**src/hdl/mrw_pkg.sv**
```systemverilog
// shared constants for the miller-rabin witness block
// no dependencies
`default_nettype none

package mrw_pkg;

  localparam int CAND_BITS     = 64;
  localparam int WORD_BITS_DEF = 64;

endpackage

`default_nettype wire

```
**src/hdl/mrw_mulmod.sv**
```systemverilog
// bit-serial shift-and-add modular multiplier, one operand bit per cycle
// depends on mrw_pkg
`default_nettype none

module mrw_mulmod
  import mrw_pkg::*;
#(
  parameter int WORD_BITS = WORD_BITS_DEF
) (
  input  wire logic                 clk,
  input  wire logic                 rst_n,
  input  wire logic                 start,
  input  wire logic [WORD_BITS-1:0] x,
  input  wire logic [WORD_BITS-1:0] y,
  input  wire logic [WORD_BITS-1:0] n,
  output logic                      done,
  output logic [WORD_BITS-1:0]      result
);

  localparam int CW = $clog2(WORD_BITS);

  logic                 run_r, run_nxt;
  logic                 done_r, done_nxt;
  logic [CW-1:0]        cnt_r, cnt_nxt;
  logic [WORD_BITS-1:0] acc_r, acc_nxt;
  logic [WORD_BITS-1:0] xx_r, xx_nxt;
  logic [WORD_BITS-1:0] y_r, y_nxt;

  function automatic logic [WORD_BITS-1:0] add_mod(input logic [WORD_BITS-1:0] a,
                                                   input logic [WORD_BITS-1:0] b,
                                                   input logic [WORD_BITS-1:0] m);
    logic [WORD_BITS:0] s;
    s = {1'b0, a} + {1'b0, b};
    if (s >= {1'b0, m}) begin
      s = s - {1'b0, m};
    end
    return s[WORD_BITS-1:0];
  endfunction

  always_comb begin
    run_nxt  = run_r;
    done_nxt = 1'b0;
    cnt_nxt  = cnt_r;
    acc_nxt  = acc_r;
    xx_nxt   = xx_r;
    y_nxt    = y_r;
    if (start) begin
      run_nxt = 1'b1;
      cnt_nxt = '0;
      acc_nxt = '0;
      xx_nxt  = x;
      y_nxt   = y;
    end else if (run_r) begin
      if (y_r[0]) begin
        acc_nxt = add_mod(acc_r, xx_r, n);
      end
      xx_nxt  = add_mod(xx_r, xx_r, n);
      y_nxt   = y_r >> 1;
      cnt_nxt = cnt_r + CW'(1);
      if (cnt_r == CW'(WORD_BITS - 1)) begin
        run_nxt  = 1'b0;
        done_nxt = 1'b1;
      end
    end
  end

  always_ff @(posedge clk) begin
    if (!rst_n) begin
      run_r  <= 1'b0;
      done_r <= 1'b0;
      cnt_r  <= '0;
    end else begin
      run_r  <= run_nxt;
      done_r <= done_nxt;
      cnt_r  <= cnt_nxt;
    end
    acc_r <= acc_nxt;
    xx_r  <= xx_nxt;
    y_r   <= y_nxt;
  end

  assign done   = done_r;
  assign result = acc_r;

endmodule

`default_nettype wire

```
**config.mk**
```make
export PLATFORM = sky130hd
export DESIGN_NAME = mrw_mulmod
export DESIGN_NICKNAME = d
export VERILOG_FILES = /design/src/hdl/mrw_pkg.sv /design/src/hdl/mrw_mulmod.sv
export SDC_FILE = /design/constraint.sdc
export NUM_CORES = 1
export LEC_CHECK = 0
export BUFFER_PORTS_ARGS = -buffer_cell sky130_fd_sc_hd__buf_4
export CELL_PAD_IN_SITES_DETAIL_PLACEMENT = 0
export CELL_PAD_IN_SITES_GLOBAL_PLACEMENT = 2
export CORE_MARGIN = 2
export CORE_UTILIZATION = 36
export CTS_CLUSTER_SIZE = 25
export DETAILED_ROUTE_END_ITERATION = 12
export PLACE_DENSITY = 0.87
export SLEW_MARGIN = 20
export SYNTH_ARGS = -nofsm -noshare
export SYNTH_HDL_FRONTEND = slang
export SYNTH_SLANG_ARGS = --single-unit
```
**constraint.sdc**
```tcl
create_clock -name clk -period 6.2 [get_ports clk]
set_clock_uncertainty 0.15 [all_clocks]
set_input_delay 0.31 -clock clk [delete_from_list [all_inputs] [get_ports clk]]
set_output_delay 0.31 -clock clk [all_outputs]
set_load 0.02 [all_outputs]
```
# After elaboration in Yosys (flattened, before gate mapping)
# Index checks and enable logic that the tools add are counted.
[totals]
input_bits = 195
regBits = 200
word_cells = 30
[op_classes]
n_eq_ne = 1
bitwise_logic = 2
add_sub_neg = 5
muxes = 10
order_cmp = 2
n_reduce_logical = 4
[ops]
columns = ["op", "count"]
rows = [
  ["$mux W64", 6],
  ["$add A64 B64 Y65", 2],
  ["$ge A65 B64 Y1", 2],
  ["$sub A64 B64 Y64", 2],
  ["$add A6 B1 Y6 const B", 1],
  ["$eq A6 B6 Y1 const B", 1],
  ["$mux W1", 4],
  ["$reduce_or A3 Y1", 1],
  ["$not A1 Y1", 2],
  ["$reduce_and A2 Y1", 1],
  ["$reduce_bool A2 Y1", 1],
  ["$reduce_or A2 Y1", 1],
]

# Longest topological paths before layout
[logic_depth]
depth_word = 5
ltp_mapped = 25

# Least setup slack after synthesis
# Ideal clock, no wire load.
[synth_timing]
path_type = "flip-flop to flip-flop"
from = "reg xx_r[0]"
to = "reg acc_r[60] (netlist: result[60])"
n_path_buf = 0
arrival_ns = 5.295
path_stages_with_launch = 24
setup_slack_ns = 0.669
required_time_ns = 5.964
path_cell_list = "edfxtp_1 -> ha_1 -> fa_1 -> a211oi_1 -> o21a_1 -> or3b_4 -> a21o_1 -> a21boi_0 -> o21ai_0 -> a21boi_0 -> o21a_1 -> or3_1 -> and2_1 -> ha_1 -> nand4_2 -> or3_1 -> o211ai_2 -> a21oi_2 -> o31ai_1 -> o21ai_1 -> o31ai_1 -> and4bb_2 -> nor3_1 -> a211oi_1"
[synth_between]
elab_chain_len = 3
word_cells_on_any_way = 4
cone_classes = "2 x add/sub; 1 x order compare; 1 x mux"
[synth_rtl]
columns = ["element", "line_no", "rtl"]
rows = [
  ["from (decl)", "mrw_mulmod.sv:26", "logic [WORD_BITS-1:0] xx_r, xx_nxt;"],
  ["from (signal assigned)", "mrw_mulmod.sv:78", "xx_r <= xx_nxt;"],
  ["$add A64 B64 Y65 (*)", "mrw_mulmod.sv:33", "s = {1'b0, a} + {1'b0, b};"],
  ["$sub A64 B64 Y64 / $ge A65 B64 Y1 (equally long branches)", "mrw_mulmod.sv:35, mrw_mulmod.sv:34", ""],
  ["$mux W64 (*)", "mrw_mulmod.sv:34", "if (s >= {1'b0, m}) begin"],
  ["to (signal assigned)", "mrw_mulmod.sv:77", "acc_r <= acc_nxt;"],
  ["to (decl)", "mrw_mulmod.sv:25", "logic [WORD_BITS-1:0] acc_r, acc_nxt;"],
]
# Mark *: on every way between the ends. The rest lies on a longest branch, timed or not.
# A chain may end at the register's enable or synchronous reset.

# Worst setup path in the final report
[layout_timing]
from = "reg xx_r[16]"
to = "reg acc_r[59] (netlist: result[59])"
# The elaborated chain is that of the path after synthesis.

==> results.json <==
{
  "place_ws_ps": -374.3,
  "syn2layout_area_growth_pct": 32.50,
  "core_um2": 57370,
  "setup.worst_path.class": "flop to flop",
  "period_share": 0.9798,
  "cp-start-kind": "flop",
  "slowest_delay_ps": 490,
  "clock_sinks": 200,
  "ys_types": 84,
  "tightest_slew_ps": 1022,
  "ys_ff_latch": 200,
  "leakagePower_nw": 12.33,
  "grt_pass1_wl_um": 129500,
  "cts.reportedPaths.clkPinSlew_ps": 100,
  "rows": 88,
  "whs_ps": 15.92,
  "die_x_um": 244.3,
  "nNetsFinal": 3505,
  "cts-root-buf": "clkbuf_16",
  "drt-initial-drc-count": 1597,
  "synthArstFlopShare": 0,
  "grt_pass1_vias": 21960,
  "viasPerCell": 5.712,
  "fmax_mhz": 164.6,
  "clkLatencyLatePin_ps": 530,
  "critPathCaptureType": "flop",
  "syn_area_per_cell_um2": 8.057,
  "finalSetupViolCount": 0,
  "required_ps": 6520,
  "ys.flop_type": "edfxtp_1",
  "hold_class": "input pin to flop",
  "track_usage": 0.2810,
  "crit_slowest_cell": "or3b_2",
  "antenna_cells": 0,
  "final_core_util": 0.4800,
  "drive_gt1_frac": 0.2347,
  "yosysTopAreaCell": "edfxtp_1",
  "antenna_left": 0,
  "wl_per_cell_um": 22.21,
  "die_y_um": 244.3,
  "io_pins": 260,
  "grt-ovfl-total": 0,
  "firstDrtPassIters": 6,
  "cts_buffer_depth": 2,
  "grt_max_degree": 76,
  "synth_area_um2": 20780,
  "reg2reg_to": "result[59]",
  "worst-path-buf-inv": 7,
  "path_max_fanout": 5,
  "powerDensity_nw_per_um2": 453.0,
  "ys_seq_area_frac": 0.2543,
  "period_needed_ps": 6074,
  "ys_warn_count": 0,
  "portBuffers": 259,
  "synth_edf_count": 128,
  "die_area_um2": 59660,
  "cts_tree": "yes",
  "min_to": "xx_r[55]",
  "num-fill-cells": 5621,
  "hp-start": "x[55]",
  "r2r-start": "xx_r[16]",
  "antenna_found_initial": 1,
  "max-slew-margin-rel": 0.3139,
  "synthCells": 2579,
  "netlist_top_cells_area": "edfxtp_1 (18%), ha_1 (12%), dfxtp_1 (6.9%)",
  "vias": 22230,
  "place_congestion": 0.9444,
  "initial_core_util": 0.3622,
  "final_hold_viol_count": 0,
  "ir_drop_mv": 0.3106,
  "setup_ws_ps": 125.5,
  "drv_cap": 0,
  "yosysTopAreaCellShare": 0.1850,
  "status": "finished, final reports clean",
  "ff2ff_setup_slack_ps": 130,
  "reg2reg_depth": 28,
  "cts_made_buffers": 17,
  "whs_path_depth": 3,
  "cpMostUsedCell": "buf_4",
  "drv_slew": 0,
  "cpLargestDelayFamily": "simple AND/OR/NAND/NOR gates",
  "cp.arrival_ps": 6390,
  "drc": 0,
  "dp_hpwl_um": 67850,
  "wl_um": 86430,
  "syn_nets": 2970,
  "htree_levels": 4
}
worst register-to-register path: cells and delay by family, from the launching register on:
kind	cells	cell delay, ps
AOI/OAI and AO/OA	9	1650
xor gates and xnor gates	1	180
adders and majority gates	2	700
buffers and inverters	7	1180
DFF	1	440
and+or+nand+nor	9	1690
stage by stage:
stage	instances	cell area, um^2	power, mW	setup TNS, ps
after floorplan	2579	20780	7.535	0
after global placement	3719	25090	10.45	-11690
after global routing	3892	27530	13.37	-85.52
final	3892	27530	12.47	0
after detailed placement	3719	25090	10.48	-13080
after CTS	3874	27050	11.92	0
layout by cell type, fill, tap and decap left out, drive strengths merged, types with 46 or more instances in the layout:
| cell | netlist | layout |
|---|---|---|
| inv | 133 | 144 |
| o21ai | 173 | 173 |
| dlygate4sd3 | 0 | 122 |
| nand2 | 197 | 197 |
| xor2 | 76 | 76 |
| a21o | 116 | 116 |
| a211oi | 77 | 77 |
| nor2 | 234 | 234 |
| ha | 193 | 193 |
| edfxtp | 128 | 128 |
| nand4 | 46 | 46 |
| a21oi | 266 | 266 |
| nor3 | 77 | 77 |
| dfxtp | 72 | 72 |
| xnor2 | 100 | 100 |
| buf | 30 | 524 |
| mux2 | 83 | 83 |
| nand3 | 54 | 54 |
synthesized netlist by cell type, types with 5 or more instances:
| library cell | instances |
|---|---|
| a21oi_1 | 263 |
| nor2_1 | 233 |
| nand2_1 | 197 |
| ha_1 | 193 |
| o21ai_0 | 160 |
| inv_1 | 133 |
| edfxtp_1 | 128 |
| a21o_1 | 116 |
| clkbuf_1 | 102 |
| xnor2_1 | 100 |
| mux2_2 | 83 |
| nor3_1 | 76 |
| xor2_1 | 76 |
| a211oi_1 | 74 |
| dfxtp_1 | 72 |
| nand3_1 | 54 |
| nand4_1 | 45 |
| o21a_1 | 36 |
| o21bai_1 | 36 |
| and3_1 | 34 |
| a31oi_1 | 30 |
| buf_2 | 26 |
| mux2i_1 | 23 |
| nor2b_1 | 21 |
| o211ai_1 | 21 |
| and2_1 | 19 |
| nand2b_1 | 18 |
| nor4_1 | 16 |
| o31ai_1 | 16 |
| o21ai_1 | 13 |
| a21boi_0 | 12 |
| and4_1 | 11 |
| a221o_1 | 9 |
| a221oi_1 | 9 |
| or2_2 | 9 |
| or3_1 | 8 |
| a311oi_1 | 7 |
| o31a_1 | 7 |
| a211o_1 | 6 |
| o221ai_1 | 6 |
| o41ai_1 | 6 |
| a41oi_1 | 5 |
state kept, by name (all words and copies together) (netlist names):
name,cells
cnt_r,6
done,1
y_r,64
result,64
run_r,1
xx_r,64
worst max-delay path by stage:
stage          startpoint    endpoint  slack [ps]  cells past startpoint
3_5_place_dp     xx_r[17]  result[23]        -370                     26
3_3_place_gp     xx_r[17]  result[23]        -340                     26
5_1_grt          xx_r[17]  result[59]         -40                     25
2_1_floorplan     xx_r[0]  result[60]         670                     23
6_report         xx_r[16]  result[59]         130                     28
4_1_cts           xx_r[3]   result[4]          20                     27
timing repair:
item	in CTS	in global routing
setup endpoints to repair	64	64
buffers inserted	1	13
hold buffers	122	0
gates resized for setup	17	55
gates cloned	0	5
hold endpoints to repair	122	0
pin swaps	4	20
cell type report:
cell class                 count  area [um^2]  share of cell area
timing repair buffer         651         5373              0.1951
tap                          765        957.2             0.03476
sequential                   200         5285              0.1920
clock inverter                15        216.5            0.007862
inverter                     134        503.0             0.01827
multi-input combinational   2110        14770              0.5366
clock buffer                  17        425.4             0.01545
cells by family (layout without fill, tap and decap cells):
logic type | count (synthesis) | in the layout | synth area share
AO/OA/AOI/OAI | 872 | 872 | 0.2718
XOR/XNOR | 176 | 176 | 0.07418
adder cells (fa/ha/maj) | 196 | 196 | 0.1191
buffers and inverters | 269 | 817 | 0.05106
flip-flops | 200 | 200 | 0.2543
multiplexers | 106 | 106 | 0.05606
AND/OR/NAND/NOR | 760 | 760 | 0.1735
report_power, final:
group	switching (mW)	total (mW)	internal (mW)
Sequential	0.222	1.94	1.71
Combinational	5.20	9.25	4.05
Clock	0.722	1.29	0.569
Total	6.14	12.5	6.33
per-layer routing:
layer	GRT usage	up-vias	wire, um
li1	-	10620	-
met1	0.3618	10750	38000
met2	0.4853	743	41600
met3	0.03753	118	4421
met4	0.08877	2	2393
met5	0	-	13
Note: power is estimated with default switching activity, not from simulation.
